==> config.mk <==
export PLATFORM = sky130hd
export DESIGN_NAME = rte_cmp
export DESIGN_NICKNAME = d
export VERILOG_FILES = /design/src/hdl/rte_pkg.sv /design/src/hdl/rte_cmp.sv
export SDC_FILE = /design/constraint.sdc
export NUM_CORES = 1
export LEC_CHECK = 0
export BUFFER_PORTS_ARGS = -buffer_cell sky130_fd_sc_hd__buf_2
export CAP_MARGIN = 20
export CORE_MARGIN = 2
export CORE_UTILIZATION = 32
export DETAILED_ROUTE_END_ITERATION = 10
export GPL_ROUTABILITY_DRIVEN = 0
export PLACE_DENSITY = 0.83
export SYNTH_ARGS = -nofsm -noshare
export SYNTH_HDL_FRONTEND = slang
export SYNTH_SLANG_ARGS = --single-unit
==> constraint.sdc <==
create_clock -name vclk -period 1
set_input_delay 0.15 -clock vclk [all_inputs]
set_output_delay 0.15 -clock vclk [all_outputs]
set_load 0.03 [all_outputs]
==> src/hdl/rte_pkg.sv <==
// ----------------------------------------------------------------------------
// rte_pkg: shared types and constants of the route table engine
// Field widths, table sizing, command and status codes, route entry layout.
// ----------------------------------------------------------------------------
package rte_pkg;

    // Table sizing
    localparam int MAX_ROUTES = 64;
    localparam int IDX_W      = $clog2(MAX_ROUTES);
    localparam int CNT_W      = $clog2(MAX_ROUTES + 1);

    // Field widths
    localparam int CMD_W    = 3;
    localparam int ADDR_W   = 32;
    localparam int HOPS_W   = 8;
    localparam int STATUS_W = 2;
    localparam int TOTAL_W  = 7;

    // Command codes
    localparam logic [CMD_W-1:0] CMD_ADD           = 3'd0;
    localparam logic [CMD_W-1:0] CMD_ADD_DIRECT    = 3'd1;
    localparam logic [CMD_W-1:0] CMD_LOOKUP        = 3'd2;
    localparam logic [CMD_W-1:0] CMD_DROP_INDIRECT = 3'd3;
    localparam logic [CMD_W-1:0] CMD_DROP_ALL      = 3'd4;

    // Status codes
    localparam logic [STATUS_W-1:0] ST_OK        = 2'd0;
    localparam logic [STATUS_W-1:0] ST_NOT_FOUND = 2'd1;
    localparam logic [STATUS_W-1:0] ST_FULL      = 2'd2;

    // Hop count of a direct route
    localparam logic [HOPS_W-1:0] DIRECT_HOPS = 8'd1;

    // One route as stored in the table memory
    typedef struct packed {
        logic [ADDR_W-1:0] dest;
        logic [ADDR_W-1:0] next_hop;
        logic [HOPS_W-1:0] hops;
    } route_t;

    localparam int ROUTE_W = $bits(route_t);

    // Compare results of one table entry against the command key
    typedef struct packed {
        logic dest_eq;     // entry destination equals key destination
        logic nh_eq_via;   // entry next hop equals key address
        logic nh_eq_dest;  // entry is a direct route
        logic hops_gt;     // entry hop count larger than offered one
    } cmp_t;

endpackage

==> src/hdl/rte_cmp.sv <==
// ----------------------------------------------------------------------------
// rte_cmp: shared compare unit
// Compares one table entry against the key of the command in flight.
// ----------------------------------------------------------------------------
module rte_cmp (
    input  rte_pkg::route_t             entry,
    input  logic [rte_pkg::ADDR_W-1:0]  key_dest,
    input  logic [rte_pkg::ADDR_W-1:0]  key_via,
    input  logic [rte_pkg::HOPS_W-1:0]  key_hops,
    output rte_pkg::cmp_t               result
);
    import rte_pkg::*;

    // Equality and magnitude checks
    always_comb
    begin
        result.dest_eq    = (entry.dest == key_dest);
        result.nh_eq_via  = (entry.next_hop == key_via);
        result.nh_eq_dest = (entry.next_hop == entry.dest);
        result.hops_gt    = (entry.hops > key_hops);
    end

endmodule

==> metrics.txt, run 1 <==
register area 0 um2; Setup WS post-layout -460 ps; type of origin of the critical path input port; IO Count 148; Syn-to-layout area delta 99.6%; vias in the first global route around 1.8k; synth unique cells 15; PwrDens a little over 400 nW/um2; top cell types by occurrence after synthesis 96 x xor2_1, 24 x nor4_1, 9 x inv_1; syn_nets 310; Worst Path Buf+Inv 3; vias 1718; first-pass GRT wire length between 7000 and 8000 um; status finished, violations left; sequential share of the synthesized area 0%; # diodes 0; cell count after synthesis about 160; Starting Density between 30 and 40%; DP HPWL 4430 um; core area roughly 3700 um2; die area about 4400 um2; setup repair after global routing missed its margin yes; DR WL/cell 15.2 um; final WL ~5400 um; cell mode on critical path buf_6; Pre-antenna DRT Iters 4; Slowest-stage cell, CP nor4_1; family with the most delay on the worst path simple AND/OR/NAND/NOR gates; Post-Place Setup Slack -558 ps; largest area contributor in the netlist xor2_1; worst vdd ir between 200 and 250 uV; grt total ovfl 0; I/O Buffers ~150; final net count between 400 and 500; DRC errors left 0; chip height about 66 um; violated checks setup timing; ANT nets after route 0; vias per inst around 4.8; Max-cap violations 0; largest net degree at the start of global routing 3; area of placed instances about 2200 um2; cell area after layout 2480 um2; min Tclk post-route approximately 1500 ps; Post-CTS Hold Buffers 0; f_max just under 0.7 GHz; layout cells sized above 1 61.2%; fin. max-slew vios 0; initial antenna violation count 0; part of the cycle the worst path needs 146%; DR iter-0 viols 58; Max transition margin between 70 and 80%; CP peak stage delay ~330 ps; Row Count 22; die span in x 66.3 um; Pleak roughly 1.2 nW; Overall Power 1.02 mW; yosys warns 0; final setup fails 4; Worst Tran Pin Value 305 ps; Avg Cell Area, Syn approximately 7.9 um2; clock buffers 0; Critical Path Sink Type output pin; Crit Path Class input port to output pin; GRT Util Overall 22.3%; critical path cell sequence buf_6, xor2_1, nor4_1, buf_4, nand4_1, nor2_4, buf_6; HP Class input port to output pin; Synth top area share between 60 and 70%; Fin. Hold Viols 0; Synth area leaders xor2_1 68%, nor4_1 12%, ha_1 8.1%; Critical Path AT roughly 1300 ps; synthesized area between 1000 and 1500 um2; most common cell in the netlist xor2_1; Worst EP required 850 ps; Critical Path Fanout Max 1; num sequential 0
## per-layer routing
layer  global-route usage, %  up-vias  share of wire (%)
li1                        -      840                  -
met1                    21.4      776                 33
met2                    49.1       96                 57
met3                    3.07        6                8.6
met4                    2.81        0                1.3
met5                       0        -                  0
## cells by family (layout without fill, tap and decap cells)
logic type                 Yosys count  in the layout  synth area share, %
AOI/OAI and AO/OA                    6              6                 3.02
xor gates and xnor gates            96             96                 67.7
adders and majority gates            8              8                 8.06
buffers and inverters                9            158                 2.72
and+or+nand+nor                     39             39                 18.5
## tightest hold or removal path, cell delays in order
cell,delay (ps)
buf_6,70
ha_4,110
o31ai_2,60
a22oi_2,130
buf_6,150
## power by group
part / total [mW] / switching [mW] / internal [mW]
sequential: 0 / 0 / 0
clock: 0 / 0 / 0
combinational: 1.02 / 0.487 / 0.535
total: 1.02 / 0.487 / 0.535
## what timing repair did
action                     CTS  global route
pin swaps                   19            18
gates resized for setup     37            22
buffers inserted             0             0
setup endpoints to repair    4             4
## per-stage QoR
step                std cells  TNS, ps  utilization, %  hold WS [ps]
detailed placement        355    -1940            58.3           868
global route              355    -1640            67.2           858
CTS                       355    -1440            63.7           845
floorplan                 158     -474               -           632
finish                    355    -1480            67.2           829
global placement          355    -1800            58.3           852
## placed cells by master (no fill, tap or decap)
cell type and n:
inv_1 5, nor4_4 1, and3_4 1, inv_2 1, a21o_1 1, nor2_1 1
xor2_2 4, nand2_1 1, inv_4 3, a22oi_2 1, nor4_2 13, buf_2 125
xor2_1 92, a21oi_4 1, buf_6 21, nand2b_4 1, nor2_4 3, a21oi_2 2
buf_4 2, ha_4 6, nand4_1 6, nor4_1 10, buf_8 1, ha_1 2
nor2b_1 1, o31ai_2 1, nand3_4 1
## worst paths after layout
| check | slack, ps | depth (start not counted) | to | startpoint |
|---|---|---|---|---|
| worst max-delay path | -460 | 7 | result[2] | key_via[11] |
| worst min-delay path | 830 | 5 | result[0] | entry[4] |
## cell type report
cell class | count | area [um2]
Multi-Input combinational cell | 149 | 1490
Tap cell | 48 | 60.1
Timing Repair Buffer | 149 | 892
Inverter | 9 | 41.3
Fill cell | 304 | 1210
Note: power is estimated with default switching activity, not from simulation.
==> inputs of run 2 (changes only) <==
CORE_ASPECT_RATIO = 1.1   (was unset)
MAX_ROUTING_LAYER = met4   (was unset)
==> run 2 against run 1 <==
  * The flow still finishes with violations (setup timing)
  * Final cell count grew 3.1%
  * Maximum frequency grew 0.79%
  * First-iteration DRC count shrank 64%
  * Largest cell class unchanged
==> metrics.txt, run 2 (same netlist as run 1, synthesis figures left out) <==
Power Internal 0.541 mW (+1.0%); DRC errors left 0 (unchanged); IO Count 148 (unchanged); final WL 5000 um (-7.1%); first-pass GRT wire length 7590 um (-0.81%); DR iter-0 viols 21 (-64%); worst vdd ir 214 uV (-12%); I/O Buffers 148 (unchanged); Post-Place Setup Slack -606 ps (-48.0 ps); final net count 470 (+2.0%); vias 1733 (+0.87%); vias in the first global route 1906 (+8.9%); grt total ovfl 0 (unchanged); final setup fails 4 (unchanged); most frequent cells in the layout 131 x buf_2, 93 x xor2_1, 19 x buf_6, 16 x nor4_1, 8 x nor4_2; fin. max-slew vios 0 (unchanged); min Tclk post-route 1450 ps (-11.5 ps); f_max 0.690 GHz (+0.79%); status finished, violations left; part of the cycle the worst path needs 145% (-1.1 points); num sequential 0 (unchanged); initial antenna violation count 0 (unchanged); Critical Path AT 1300 ps (about the same); type of origin of the critical path input port; Gate power share 100.0% (about the same); die area 4400 um2 (about the same); HP Class input port to output pin; PwrDens 404 nW/um2 (-1.9%); Pre-antenna DRT Iters 4 (unchanged); critical hold path startpoint key_dest[10]; Post-CTS Hold Buffers 0 (unchanged); Pleak 1.24 nW (+2.3%); setup repair after global routing missed its margin yes; switching part of the total 45.9% (-1.8 points); part of the power in registers 0% (unchanged); Starting Density 33.7% (+0.046 points); Hold Path Stages 6 (+1); multi-input logic area 1430 um2 (-4.0%); Syn-to-layout area delta 98.9%; Setup WS post-layout -448 ps (+11.5 ps); Max transition margin 75.1% (-4.4 points); DP HPWL 4250 um (-4.0%); Worst EP required 850 ps (about the same); fillcell total 330 (+8.6%); Clock Power Share 0% (unchanged); GRT Util Overall 21.2% (-1.1 points); violated checks setup timing; Worst Hold Path EP result[3]; clock buffers 0 (unchanged); Fin. Hold Viols 0 (unchanged); Overall Power 0.999 mW (-2.2%); Worst Tran Pin Value 370 ps (+65.1 ps); register area 0 um2 (unchanged); ANT nets after route 0 (unchanged); vias per inst 4.73 (-2.2%); commonest non-fill, non-tap cell in the layout buf_2; DR WL/cell 13.7 um (-9.9%); Max-cap violations 0 (unchanged); switching power 0.458 mW (-5.8%); core area 3680 um2 (-0.14%); Row Count 23 (+4.5%); chip height 69.4 um (+4.6%); Critical Path Sink Type output pin; # diodes 0 (unchanged); Crit Path Class input port to output pin; largest net degree at the start of global routing 3 (unchanged); Critical Path Fanout Max 2 (+1); layout cells sized above 1 61.1% (-0.16 points); die span in x 63.4 um (-4.4%)
run 2: cell types whose count changed in the layout (fill, tap and decap cells not counted), moves of 2 or more:
cell,previous run,this run
buf_2,125,131
buf_4,2,7
buf_6,21,19
inv_1,5,3
nor4_1,10,16
nor4_2,13,8
run 2: timing repair:
action | CTS | global route
buffers inserted | 0 | 1
setup endpoints to repair | 4 | 4
pin swaps | 22 | 14
gates resized for setup | 31 | 17
run 2: power groups by stage:
stage / clock network [mW] / logic, mW / registers (mW)
after global routing: 0 / 1.09 / 0
after CTS: 0 / 0.933 / 0
after detailed placement: 0 / 0.850 / 0
final: 0 / 0.999 / 0
after global placement: 0 / 0.820 / 0
after floorplan: 0 / 0.370 / 0
run 2: final cells by class:
cell class                 count  area share (%)
multi-input combinational    149            57.8
timing repair buffer         158            37.9
tap                           50            2.53
inverter                       9            1.77
run 2: worst max path at each step:
stage                       startpoint         to  slack, ps  cells after the start
after CTS                    entry[19]  result[2]       -470                      7
after floorplan            key_hops[6]  result[0]       -190                      5
final                        entry[65]  result[1]       -450                      6
after global placement    key_dest[15]  result[3]       -610                      7
after detailed placement  key_dest[15]  result[3]       -610                      7
after global routing       key_dest[2]  result[3]       -550                      7
run 2: worst max-delay path: stages:
cell	delay (ps)
buf_2	120
xor2_1	160
nor4_1	390
nand4_1	220
nor2_4	130
buf_6	140
run 2: routing by layer:
metal | part of all wire (%) | track usage (%) | vias to the layer above
li1 | - | - | 857
met1 | 32 | 18.5 | 773
met2 | 58 | 46.5 | 91
met3 | 7.2 | 2.44 | 12
met4 | 2.2 | 3.86 | 0
met5 | 0 | - | -
run 2: stage by stage:
step	TNS [ps]	area (um2)	hold WS, ps	util [%]	std cells
floorplan	-474	1340	632	-	158
global placement	-2020	2210	858	60.1	365
detailed placement	-2060	2210	862	60.1	365
CTS	-1650	2380	849	64.5	365
global route	-1910	2470	886	67.1	366
finish	-1610	2470	865	67.1	366
