### config.mk
export PLATFORM = sky130hd
export DESIGN_NAME = rte_ram
export DESIGN_NICKNAME = d
export VERILOG_FILES = /design/src/hdl/rte_ram.sv
export SDC_FILE = /design/constraint.sdc
export NUM_CORES = 1
export LEC_CHECK = 0
export BUFFER_PORTS_ARGS = -buffer_cell sky130_fd_sc_hd__buf_4
export CAP_MARGIN = 20
export CORE_MARGIN = 8
export CORE_UTILIZATION = 55
export DETAILED_ROUTE_END_ITERATION = 10
export PLACE_DENSITY = 0.73
export SYNTH_ARGS = -nofsm -noshare
export SYNTH_HDL_FRONTEND = slang
export SYNTH_SLANG_ARGS = --single-unit
export TNS_END_PERCENT = 10
### constraint.sdc
create_clock -name clk -period 2.25 [get_ports clk]
set_clock_uncertainty 0.1 [all_clocks]
set_input_delay 0.1125 -clock clk [delete_from_list [all_inputs] [get_ports clk]]
set_output_delay 0.1125 -clock clk [all_outputs]
set_load 0.01 [all_outputs]
### src/hdl/rte_ram.sv
// ----------------------------------------------------------------------------
// rte_ram: generic single-write, single-read memory
// One write port, one read port, read data registered.
// ----------------------------------------------------------------------------
module rte_ram #(
    parameter int WIDTH = 8,
    parameter int DEPTH = 16
) (
    input  logic                     clk,
    input  logic                     we,
    input  logic [$clog2(DEPTH)-1:0] waddr,
    input  logic [WIDTH-1:0]         wdata,
    input  logic [$clog2(DEPTH)-1:0] raddr,
    output logic [WIDTH-1:0]         rdata
);

    logic [WIDTH-1:0] mem [DEPTH];

    // Write port and registered read port
    always_ff @(posedge clk)
    begin
        if (we)
        begin
            mem[waddr] <= wdata;
        end
        rdata <= mem[raddr];
    end

endmodule

==> results of run 1 <==
## layout by cell type (no fill, tap or decap), types with 8 or more instances in the layout
| cell type | n |
|---|---|
| sky130_fd_sc_hd__a22oi_1 | 16 |
| sky130_fd_sc_hd__buf_4 | 43 |
| sky130_fd_sc_hd__clkbuf_16 | 16 |
| sky130_fd_sc_hd__dfxtp_1 | 8 |
| sky130_fd_sc_hd__dlygate4sd3_1 | 8 |
| sky130_fd_sc_hd__edfxtp_1 | 128 |
| sky130_fd_sc_hd__mux4_1 | 14 |
| sky130_fd_sc_hd__mux4_2 | 18 |
| sky130_fd_sc_hd__nand2_1 | 9 |
| sky130_fd_sc_hd__nor2_1 | 13 |
## metrics by stage
step                hold slack [ns]  worst slack, ns  utilization, %
floorplan                     0.111            0.545               -
finish                       0.0323            0.736            68.2
global route                 0.0194            0.697            68.2
CTS                          0.0101            0.700            68.2
global placement              0.314            0.551            60.6
detailed placement            0.325            0.510            60.6
## worst reg2reg max path, stage by stage, from the launching register on
cell                       delay, ns
sky130_fd_sc_hd__edfxtp_1       0.37
sky130_fd_sc_hd__mux4_1         0.53
sky130_fd_sc_hd__a22oi_1        0.31
sky130_fd_sc_hd__nand2_1        0.09
## synth_stat cells
cell type,number
sky130_fd_sc_hd__nand2_1,9
sky130_fd_sc_hd__dfxtp_1,8
sky130_fd_sc_hd__clkdlybuf4s25_2,3
sky130_fd_sc_hd__edfxtp_1,128
sky130_fd_sc_hd__a22oi_1,16
sky130_fd_sc_hd__buf_2,3
sky130_fd_sc_hd__or3b_2,1
sky130_fd_sc_hd__and2b_1,1
sky130_fd_sc_hd__nor3_1,4
sky130_fd_sc_hd__nand3b_1,2
sky130_fd_sc_hd__buf_6,3
sky130_fd_sc_hd__nor2b_1,1
sky130_fd_sc_hd__nand3_1,1
sky130_fd_sc_hd__buf_4,1
sky130_fd_sc_hd__nand2b_1,2
sky130_fd_sc_hd__nor2_1,13
sky130_fd_sc_hd__mux4_1,14
sky130_fd_sc_hd__and2_1,1
sky130_fd_sc_hd__mux4_2,18
## power groups by stage
| stage | clock, mW | combinational (mW) | sequential (mW) |
|---|---|---|---|
| after floorplan | 0 | 0.144 | 2.91 |
| after global placement | 0 | 0.278 | 2.90 |
| after detailed placement | 0 | 0.284 | 2.91 |
| after CTS | 2.91 | 0.297 | 2.85 |
| after global routing | 3.02 | 0.316 | 2.86 |
| final | 2.88 | 0.291 | 2.85 |
## sequential cells by signal, summed over array words and instances, names as in the netlist
name,count
rdata,8
mem,128
## layout make-up
type	count	area share, %
well taps	111	2.22
repair buffers	52	6.77
clock inverters	13	3.27
flip-flops and latches	136	64.1
clock buffers	18	6.69
multi-input cells	83	16.9
## kinds of logic (layout without fill, tap and decap cells)
| kind of cell | Yosys count | after routing | synth area share (%) |
|---|---|---|---|
| compound gates | 16 | 16 | 2.33 |
| mux | 32 | 32 | 15.0 |
| simple gates | 35 | 35 | 3.18 |
| buf+inv | 10 | 83 | 1.68 |
| flops | 136 | 136 | 77.8 |
## metal layers
metal  routed length (µm)  vias up
met4                   88        0
met2                 5050       79
li1                     -     1090
met1                 4250     1318
met3                  592        6
met5                    0        -
## worst paths after layout
path | to | slack (ns) | cells after the start
setup / recovery | rdata[0] | 0.74 | 3
hold / removal | mem[4][3] | 0.03 | 3
setup reg to reg | rdata[0] | 0.74 | 3
hold reg to reg | rdata[2] | 0.57 | 3
## timing repair
item                                    in CTS  in global routing
buffers inserted                             0                  0
endpoints found under the setup margin       0                  0
hold buffers                                 8                  0
hold endpoints to repair                   128                  0
==> flow_results.org, run 1 <==
** Timing
- The final critical path takes up 67.3% of the cycle.
- After routing, the total negative slack on setup checks comes to 0 ns.
- Setup repair after global routing left no endpoint under its margin.
- Headroom to the max-slew limit came out at 46.9%.
- Fin. max-slew vios :: 0
- Total of endpoints with negative setup slack in the final report :: 0
- Final Hold Viols :: 0
- Top achievable clock speed :: 0.661 GHz
- The worst path needs 1.51 ns of the cycle, external delays included.
- At the pin with the least slew margin, the transition time is 0.796 ns.

** Detailed routing
- Dividing the detail-routed wire length by the instance count gives 24.2 µm.
- The first TritonRoute pass finished after 4 iterations.
- After detailed routing, the number of remaining DRC violations is 0.
- In this run the remaining antenna-violating nets after routing total 0.
- DR vias :: 2493
- After the first detailed-routing iteration, the DRC count stood at 247.
- Wire length after detailed routing :: 9.99 mm
- Routed via count divided by cell count :: 6.04

** Global route
- GR Util met2 :: 27.1%
- Top Usage Layer GRT :: met2
- First-pass GRT wire length :: 15.5 mm
- In the global route stage, met1 resource usage came out at 21.9%.
- Grt ovf :: 0
- Global routing used 16.9% of the available tracks across all layers.
- For this run, global-route usage on met3 was measured as 4.26%.
- Vias in the first global route :: 2642
- Maximum number of pins on one net before global-route repair :: 33
- Antenna violations before repair :: 0

** Synth
- Yosys warns :: 0
- In this run, distinct cell masters in the synthesized netlist total 19.
- After synthesis, the largest area contributor takes up 74.7% of total cell area.
- Cell types occupying the most area after synthesis :: sky130_fd_sc_hd__edfxtp_1, sky130_fd_sc_hd__mux4_2, sky130_fd_sc_hd__mux4_1
- A synthesized cell averages 22.5 µm².
- Cell Area, Synth :: 5150 µm²
- Synthesis produced a netlist whose cell count is 229.
- Post-synthesis sequential element count :: 136
- Share of synthesized area occupied by flip-flops and latches :: 77.8%
- Top cell type by total area after synthesis :: sky130_fd_sc_hd__edfxtp_1
- Syn_nets :: 247

** Cells and area
- Post-route standard cell area excluding fillers :: 6240 µm²
- Storage cell area :: 4000 µm²
- Counting the fill cells in the layout gives 543.
- After the last flow step, the layout net total stands at 308.
- The repair_antennas step left the layout with diodes totalling 0.
- Summing all multi-input logic gate instances after layout gives 1060 µm².
- Fraction of final layout cells with drive strength greater than 1 :: 30.1%
- Once layout is complete, the cells apart from fillers number 413.
- The area growth from synthesis to layout is 21.3%.

** Clock network
- The later pin in the worst-skew pair is clocked with a latency of 0.50 ns.
- Clock-pin slew was measured on the worst setup and hold paths at 0.06 ns.
- The clock passes through at most 2 buffers.
- TritonCTS built the clock tree.
- Number of gates given a new drive strength after cts :: 0
- TritonCTS sink count :: 136
- TritonCTS buffer count :: 17
- CTS placed an instance of sky130_fd_sc_hd__clkbuf_8 at the clock tree root.
- Number of levels in the clock H-tree :: 4

** Placed design
- The number of placed instances, taps included, is 374.
- Detailed Place HPWL :: 6.08 mm
- Buffers placed on the I/O ports in this run total 25.
- Global placer's final weighted congestion :: 0.758
- Summing all placed instances gives a cell area of 5540 µm².

** Worst setup path
- Data required, critical path :: 2.53 ns
- Data arrives at the worst endpoint at 1.80 ns.
- Slowest cell delay on critical path :: 0.53 ns
- Startpoint-to-endpoint class of the critical path :: reg2reg
- CP max stage cell :: sky130_fd_sc_hd__mux4_1
- Among cell families on the critical path, the largest total delay comes from multiplexers.
- The worst setup path is captured at a register.
- In this run the critical register-to-register path is launched from mem[1][0].
- The worst setup path is launched from a register.
- Critical path origin :: mem[1][0]
- Along the worst path, the maximum fanout reaches 1.
- Number of buffer and inverter stages on the critical path :: 0
- Ordered cell list for the critical path :: mux4_1, a22oi_1, nand2_1

** Floorplan
- Initial core utilization :: 56.2%
- The die is 113 µm tall.
- Row Count :: 35
- I/O Pins :: 26
- Floorplan die area :: 12700 µm²
- CORE AREA :: 9150 µm²
- Die Width :: 113 µm

** Power
- Sw Ratio :: 19.1%
- Combinational logic is responsible for 4.8% of the overall power.
- The analysis attributes to cell leakage a power of 2.15 nW.
- The worst-case IR drop observed on VDD is 0.574 mV.
- The clock network burns 47.8% of the power.
- In this run the power density over the cells is 964 nW/µm².
- Internal power comes to 4.87 mW.
- In this run the power spent charging and discharging nets is 1.15 mW.
- Per report_power, the sequential group accounts for 47.4% of the total.
- Total power after layout :: 6.02 mW

** Flow run
- The tool flagged a number of max-cap violations equal to 0.

** Min path
- Launch point of the worst hold path :: waddr[0]
- The min-delay analysis places its worst path in the category in2reg.

** Outcome
- Run status :: completed
No activity file was read; power rests on OpenSTA's default activity.
==> run 2, diff against run 1 <==
==> constraint.sdc (replaced) <==
create_clock -name clk -period 1.4 [get_ports clk]
set_clock_uncertainty 0.1 [all_clocks]
set_input_delay 0.07 -clock clk [delete_from_list [all_inputs] [get_ports clk]]
set_output_delay 0.07 -clock clk [all_outputs]
set_load 0.01 [all_outputs]
==> run 2 against run 1 <==
The flow now finishes with violations (negative setup slack); critical path type unchanged; fmax increased by 7.2%; critical path depth did not move; utilization grew 1.6 points; final cell count up 3.6%; largest power group is now registers; non-clock buffer count grew 14; clock power up 55%.
==> flow_results.org, run 2 (synthesis gave the netlist of run 1 again) <==
** Power
- Power density cells :: 1500 nW/µm² (was 964 nW/µm²)
- Max VDD drop :: 0.784 mV (was 0.574 mV)
- Total power after layout :: 9.58 mW (was 6.02 mW)
- Leak pwr :: 2.20 nW (was 2.15 nW)

** Timing
- RSZ-0062 raised after global routing :: true (was false)
- TNS Setup :: -0.0127 ns (was 0 ns)
- Actual slew at the worst max-slew pin :: 0.782 ns (was 0.796 ns)
- The max-slew violation total from the final report came to 0 (unchanged).
- Hold Slack :: 0.0537 ns (was 0.0323 ns)
- The worst-case headroom to the max-slew limit was 47.8% (was 46.9%).
- The final period utilization was 101% (was 67.3%).
- Tmin final :: 1.41 ns (was 1.51 ns)
- The setup slack of the critical path after layout is -0.0127 ns (was 0.736 ns).
- The final hold violation count is 0 (unchanged).
- The final-report setup violation count was 1 (was 0).
- The highest clock rate was 0.708 GHz (was 0.661 GHz).

** Clock network
- Maximum buffer depth of the clock tree :: 2 (unchanged)
- Clk_lat worst skew :: 0.51 ns (was 0.50 ns)
- Worst-path clk slew :: 0.06 ns (about the same)
- The number of CTS-inserted buffers is 17 (unchanged).
- Root buffer cell :: sky130_fd_sc_hd__clkbuf_8 (unchanged)
- Post-CTS setup buffer count :: 0 (unchanged)
- CTS tree :: built (unchanged)
- The count of clock tree sinks was 136 (unchanged).
- The number of H-tree branching levels was 4 (unchanged).

** Worst setup path
- Data required, critical path :: 1.69 ns (was 2.53 ns)
- The data arrival time of the worst path is 1.70 ns (was 1.80 ns).
- Ordered cell list for the critical path :: mux4_2, a22oi_2, nand2_1 (was mux4_1, a22oi_1, nand2_1)
- The critical path launch point type is a register (unchanged).
- Launch instance of the worst register-to-register path :: mem[11][0] (was mem[1][0])
- Cell depth of the worst flop-to-flop path :: 3 (unchanged)
- CP max stage cell :: sky130_fd_sc_hd__mux4_2 (was sky130_fd_sc_hd__mux4_1)
- The maximum fanout encountered on the critical timing path was 1 (unchanged).
- The worst stage delay on the critical path was 0.49 ns (was 0.53 ns).
- The endpoint type of the worst setup path was a register (unchanged).
- The endpoint of the most critical register-to-register path is rdata[0] (unchanged).
- The slack of the worst reg-to-reg path was -0.01 ns (was 0.74 ns).
- Startpoint-to-endpoint class of the critical path :: reg2reg (unchanged)

** Global route
- Vias in the first global route :: 2619 (was 2642)
- Global router's overall resource usage :: 16.8% (was 16.9%)
- Met1 track demand over resource in global routing :: 21.1% (was 21.9%)
- The initial antenna violation count was 0 (unchanged).
- Maximum number of pins on one net before global-route repair :: 21 (was 33)
- GR Util met2 :: 27.1% (unchanged)
- The routing usage on met3 came to 5.48% (was 4.26%).
- The final global-route overflow total was 0 (unchanged).
- The wire length of the first global-routing pass came to 15.2 mm (was 15.5 mm).
- The highest-utilization routing layer at the global route stage is met2 (unchanged).

** Detailed routing
- The remaining routing DRC violations is 0 (unchanged).
- Post-DRT Antenna Nets :: 0 (unchanged)
- The total number of vias is 2522 (was 2493).
- The post-detailed-route via-to-cell ratio is 5.89 (was 6.04).
- 1st-iter DRT viols :: 233 (was 247)
- Length of the first detailed-routing pass in iterations :: 4 (unchanged)
- Wire length after detailed routing :: 9.93 mm (was 9.99 mm)
- Average routed wire per standard cell :: 23.2 µm (was 24.2 µm)

** Cells and area
- Registers with the most flip-flops :: mem x128, rdata x8 (unchanged)
- Register with the most flip-flops :: mem (unchanged)
- Final cell count without fillers :: 428 (was 413)
- The layout overhead on the synthesized area came to 24.2% (was 21.3%).
- Fraction of final layout cells with drive strength greater than 1 :: 37.2% (was 30.1%)
- Top library cells by usage in the layout, fill and taps aside :: sky130_fd_sc_hd__edfxtp_1, sky130_fd_sc_hd__buf_4, sky130_fd_sc_hd__mux4_2, sky130_fd_sc_hd__clkbuf_16, sky130_fd_sc_hd__nor2_1 (was sky130_fd_sc_hd__edfxtp_1, sky130_fd_sc_hd__buf_4, sky130_fd_sc_hd__mux4_2, sky130_fd_sc_hd__a22oi_1, sky130_fd_sc_hd__clkbuf_16)
- The number of nets in the finished design came to 322 (was 308).
- The commonest non-fill, non-tap cell in the layout is sky130_fd_sc_hd__edfxtp_1 (unchanged).
- The area of all placed cells without fillers is 6390 µm² (was 6240 µm²).
- Number of antenna diodes :: 0 (unchanged)
- The post-layout utilization of the core was 69.9% (was 68.2%).
- Flip-flop count of the largest register, all copies and words added :: 128 (unchanged)

** Placed design
- Cell count after placement :: 384 (was 374)
- Global placer's final weighted congestion :: 0.715 (was 0.758)
- The half-perimeter wire length of the detailed placement result is 6.31 mm (was 6.08 mm).
- Count of input and output buffers :: 25 (unchanged)
- The worst setup slack after placement was -0.178 ns (was 0.510 ns).
- The cell area after placement was 5660 µm² (was 5540 µm²).

** Flow run
- Max-cap check violation count :: 0 (unchanged)

** Min path
- The worst hold path startpoint is raddr[3] (was waddr[0]).
- Hold worst-path end :: rdata[5] (was mem[4][3])
- Path category of the worst min-delay check :: in2reg (unchanged)
- Number of cells on the worst hold path :: 4 (was 3)

** Floorplan
- Row Count :: 35 (unchanged)
- Initial core utilization :: 56.2% (unchanged)
- The area enclosed by the die boundary came to 12700 µm² (unchanged).
- The horizontal die dimension was 113 µm (unchanged).
- The vertical die dimension is 113 µm (unchanged).
- The top-level I/O count was 26 (unchanged).
- CORE AREA :: 9150 µm² (unchanged)

** Outcome
- Run status: finished, violations left (was completed).
- Violations in the final reports :: negative setup slack
==> run 2: cell count changes in the layout (fill, tap and decap cells not counted), moves of 2 or more <==
cell,previous run,this run
sky130_fd_sc_hd__buf_4,43,50
sky130_fd_sc_hd__a22oi_1,16,10
sky130_fd_sc_hd__a22oi_2,0,6
sky130_fd_sc_hd__mux4_1,14,8
sky130_fd_sc_hd__mux4_2,18,24
sky130_fd_sc_hd__inv_6,0,5
sky130_fd_sc_hd__dlygate4sd3_1,8,12
sky130_fd_sc_hd__buf_12,1,4
sky130_fd_sc_hd__bufinv_16,5,3
sky130_fd_sc_hd__clkinv_1,2,0
sky130_fd_sc_hd__clkinvlp_4,2,4
==> run 2: worst max path at each step <==
stage / cells after the start / to / slack (ns) / start
floorplan: 2 / mem[3][0] / -0.04 / waddr[2]
global placement: 6 / rdata[6] / -0.18 / raddr[0]
detailed placement: 6 / rdata[6] / -0.18 / raddr[0]
CTS: 3 / rdata[0] / -0.02 / mem[14][0]
global route: 3 / rdata[2] / -0.03 / mem[0][2]
finish: 3 / rdata[0] / -0.01 / mem[11][0]
==> run 2: cell type report <==
cell class | instances | area, µm²
flip-flops and latches | 136 | 4000
fillers | 545 | 2760
multi-input cells | 83 | 1070
repair buffers | 66 | 576
clock inverters | 15 | 193
well taps | 111 | 139
clock buffers | 17 | 414
==> run 2: power by group <==
| group | switching [mW] | internal [mW] |
|---|---|---|
| Sequential | 0.0296 | 4.55 |
| Clock | 1.72 | 2.76 |
| Combinational | 0.260 | 0.264 |
| Total | 2.01 | 7.57 |
==> run 2: metal layers <==
metal,wire length [µm],part of all wire (%)
met1,4180,42
met2,5110,51
met3,548,5.5
met4,105,1.1
met5,0,0
==> run 2: worst max-delay path: cells and delay by family (launching register included) <==
family,cells,cell delay (ns)
AO/OA/AOI/OAI,1,0.22
flip-flops,1,0.37
multiplexers,1,0.49
AND/OR/NAND/NOR,1,0.11
==> run 2: what timing repair did <==
item                                    CTS  global route
pin swaps                                 5             2
endpoints found under the setup margin    5             7
hold buffers                             12             0
resized for setup                         9             3
hold endpoints to repair                162             0
==> run 3, diff against run 2 <==
--- a/config.mk
+++ b/config.mk
@@ -8,9 +8,9 @@
 export BUFFER_PORTS_ARGS = -buffer_cell sky130_fd_sc_hd__buf_4
 export CAP_MARGIN = 20
 export CORE_MARGIN = 8
-export CORE_UTILIZATION = 55
+export CORE_UTILIZATION = 40
 export DETAILED_ROUTE_END_ITERATION = 10
-export PLACE_DENSITY = 0.73
+export PLACE_DENSITY = 0.52
 export SYNTH_ARGS = -nofsm -noshare
 export SYNTH_HDL_FRONTEND = slang
 export SYNTH_SLANG_ARGS = --single-unit
==> run 3 against run 2 <==
The flow now finishes without violations; clock power grew 3%; combinational power is 2% higher; utilization is 19 points lower; die area is 32% higher; critical path depth stayed put; first-iteration DRC count fell by 26%; critical path type unchanged; critical endpoint is now rdata[7]; largest cell class unchanged; highest routed layer unchanged.
==> flow_results.org, run 3 (synthesis gave the netlist of run 1 again) <==
** Outcome
- Run status: completed (was finished, violations left).

** Worst setup path
- Delay-heaviest family, CP :: multiplexers (unchanged)
- The slowest stage cell on the critical path is sky130_fd_sc_hd__mux4_2 (unchanged).
- Ordered cell list for the critical path :: mux4_2, a22oi_2, nand2_2 (was mux4_2, a22oi_2, nand2_1)
- Endpoint type of the worst setup path :: register (unchanged)
- Data required, critical path :: 1.59 ns (was 1.69 ns)
- Startpoint-to-endpoint class of the critical path :: reg2reg (unchanged)
- The maximum fanout encountered on the critical timing path is 1 (unchanged).
- The data arrival time of the worst path is 1.57 ns (was 1.70 ns).
- The worst stage delay on the critical path came to 0.49 ns (about the same).
- The critical path launch point type was a register (unchanged).
- Number of buffer and inverter stages on the critical path :: 0 (unchanged)

** Cells and area
- Fraction of final layout cells with drive strength greater than 1 :: 39.0% (was 37.2%)
- Register with the most flip-flops :: mem (unchanged)
- Top library cells by usage in the layout, fill and taps aside :: sky130_fd_sc_hd__edfxtp_1, sky130_fd_sc_hd__buf_4, sky130_fd_sc_hd__mux4_2, sky130_fd_sc_hd__clkbuf_16, sky130_fd_sc_hd__nor2_1 (unchanged)
- Registers with the most flip-flops :: mem x128, rdata x8 (unchanged)
- Flip-flop count of the largest register, all copies and words added :: 128 (unchanged)
- Fill cell count :: 1045 (was 545)
- Most common cell after layout, fill and taps aside :: sky130_fd_sc_hd__edfxtp_1 (unchanged)
- The number of diodes added for antenna fixing was 0 (unchanged).
- Final cell count without fillers :: 487 (was 428)
- The post-layout utilization of the core was 51.2% (was 69.9%).
- The number of nets in the finished design is 320 (was 322).
- Area growth, synth to finish :: 25.5% (was 24.2%)

** Min path
- Path category of the worst min-delay check :: in2reg (unchanged)

** Detailed routing
- The total detailed-routing wirelength was 10.3 mm (was 9.93 mm).
- DR vias :: 2437 (was 2522)
- The first-pass detailed-route iteration total was 4 (unchanged).
- The number of DRC markers in iteration 0 is 172 (was 233).
- The routed wire length per instance was 21.2 µm (was 23.2 µm).
- The number of antenna-violating nets in the routed design was 0 (unchanged).
- The post-detailed-route via-to-cell ratio came to 5.00 (was 5.89).
- The remaining routing DRC violations came to 0 (unchanged).

** Power
- The sum of internal, switching and leakage power was 9.71 mW (was 9.58 mW).
- The power density relative to cell area was 1500 nW/µm² (about the same).
- Leak pwr :: 2.20 nW (about the same)
- The peak ir drop on the vdd network was 0.791 mV (was 0.784 mV).

** Timing
- The worst hold slack after final layout was 0.0284 ns (was 0.0537 ns).
- RSZ-0062 raised after global routing: true (unchanged).
- The final total negative setup slack was 0 ns (was -0.0127 ns).
- The max-slew violation total from the final report was 0 (unchanged).
- The final critical path time including I/O delays and setup came to 1.38 ns (was 1.41 ns).
- Total of endpoints with negative setup slack in the final report :: 0 (was 1)
- The worst-case headroom to the max-slew limit came to 38.8% (was 47.8%).
- Actual slew at the worst max-slew pin :: 0.915 ns (was 0.782 ns)
- Post-route clock period utilization :: 98.6% (was 101%)
- Final Hold Viols :: 0 (unchanged)
- The highest clock rate was 0.725 GHz (was 0.708 GHz).

** Placed design
- Global placer's final weighted congestion :: 0.714 (was 0.715)
- Cell count after placement :: 447 (was 384)
- Count of input and output buffers :: 25 (unchanged)
- The half-perimeter wire length of the detailed placement result was 6.96 mm (was 6.31 mm).

** Clock network
- The number of CTS-inserted buffers was 17 (unchanged).
- Clk_lat worst skew :: 0.41 ns (was 0.51 ns)
- TritonCTS sink count :: 136 (unchanged)
- The clock transition at the register clock pins on the worst setup and hold paths after CTS was 0.06 ns (about the same).
- The clock tree root driver cell is sky130_fd_sc_hd__clkbuf_16 (was sky130_fd_sc_hd__clkbuf_8).
- The number of setup buffers added after CTS was 0 (unchanged).
- The number of H-tree branching levels is 4 (unchanged).
- CTS tree :: built (unchanged)
- Maximum buffer depth of the clock tree :: 2 (unchanged)

** Global route
- Routing usage on met3 :: 3.57% (was 5.48%)
- Top Usage Layer GRT :: met2 (unchanged)
- Grt ovf :: 0 (unchanged)
- Vias in the first global route :: 2747 (was 2619)
- The wire length of the first global-routing pass is 16.0 mm (was 15.2 mm).
- Antenna violations before repair :: 0 (unchanged)
- Global router's overall resource usage :: 13.6% (was 16.8%)
- GR Util met2 :: 21.5% (was 27.1%)
- Met1 track demand over resource in global routing :: 17.2% (was 21.1%)
- The largest net degree at the start of global routing is 19 (was 21).

** Floorplan
- Initial core utilization :: 40.8% (was 56.2%)
- The number of placement rows came to 41 (was 35).
- CORE AREA :: 12600 µm² (was 9150 µm²)
- Die span in y :: 129 µm (was 113 µm)
- The top-level I/O count came to 26 (unchanged).
- The area enclosed by the die boundary is 16800 µm² (was 12700 µm²).
- The horizontal die dimension was 129 µm (was 113 µm).

** Flow run
- The number of max-cap violations was 0 (unchanged).
## run 3: cell count changes in the layout (fill, tap and decap cells not counted), moves of 3 or more
cell                            before  now
sky130_fd_sc_hd__clkinv_2            0    5
sky130_fd_sc_hd__inv_6               5    0
sky130_fd_sc_hd__clkinvlp_4          4    0
sky130_fd_sc_hd__dlygate4sd3_1      12    8
sky130_fd_sc_hd__a22oi_1            10    7
sky130_fd_sc_hd__a22oi_2             6    9
sky130_fd_sc_hd__clkbuf_1            0    3
sky130_fd_sc_hd__mux4_1              8    5
sky130_fd_sc_hd__mux4_2             24   27
## run 3: area by class of cell
cell class	instances	area [µm²]	area share, %
Sequential cell	136	4000	62.0
Timing Repair Buffer	64	551	8.52
Clock buffer	22	464	7.19
Tap cell	172	215	3.33
Clock inverter	10	149	2.31
Multi-Input combinational cell	83	1080	16.7
## run 3: repair_timing
item                       CTS  global route
pin swaps                    3             0
hold endpoints to repair   128             0
gates resized for setup      6            13
setup endpoints to repair    6             8
hold buffers                 8             0
## run 3: final timing paths
path	startpoint	end	slack, ns	cells after the start
worst max-delay path	mem[3][7]	rdata[7]	0.02	3
worst min-delay path	waddr[0]	mem[0][3]	0.03	3
worst max register to register	mem[3][7]	rdata[7]	0.02	3
worst min register to register	mem[14][6]	rdata[6]	0.57	3
## run 3: where the power goes
group	switching [mW]	total, mW	internal [mW]
clock network	1.54	4.59	3.05
logic	0.268	0.533	0.265
registers	0.0297	4.58	4.55
## run 3: worst register-to-register path, stage by stage, from the launching register on
cell and delay, ns:
sky130_fd_sc_hd__edfxtp_1 0.36, sky130_fd_sc_hd__mux4_2 0.49, sky130_fd_sc_hd__a22oi_2 0.22, sky130_fd_sc_hd__nand2_2 0.09
## run 3: through the flow
stage	setup slack, ns	instance area, µm²
global route	-0.0356	6460
finish	0.0200	6460
global placement	-0.273	5750
floorplan	-0.0361	5150
CTS	-0.0380	6460
detailed placement	-0.272	5750
## run 3: metal layers
metal	part of all wire, %	vias up
li1	-	1108
met1	46	1253
met2	48	59
met3	4.2	17
met4	1.9	0
met5	0	-
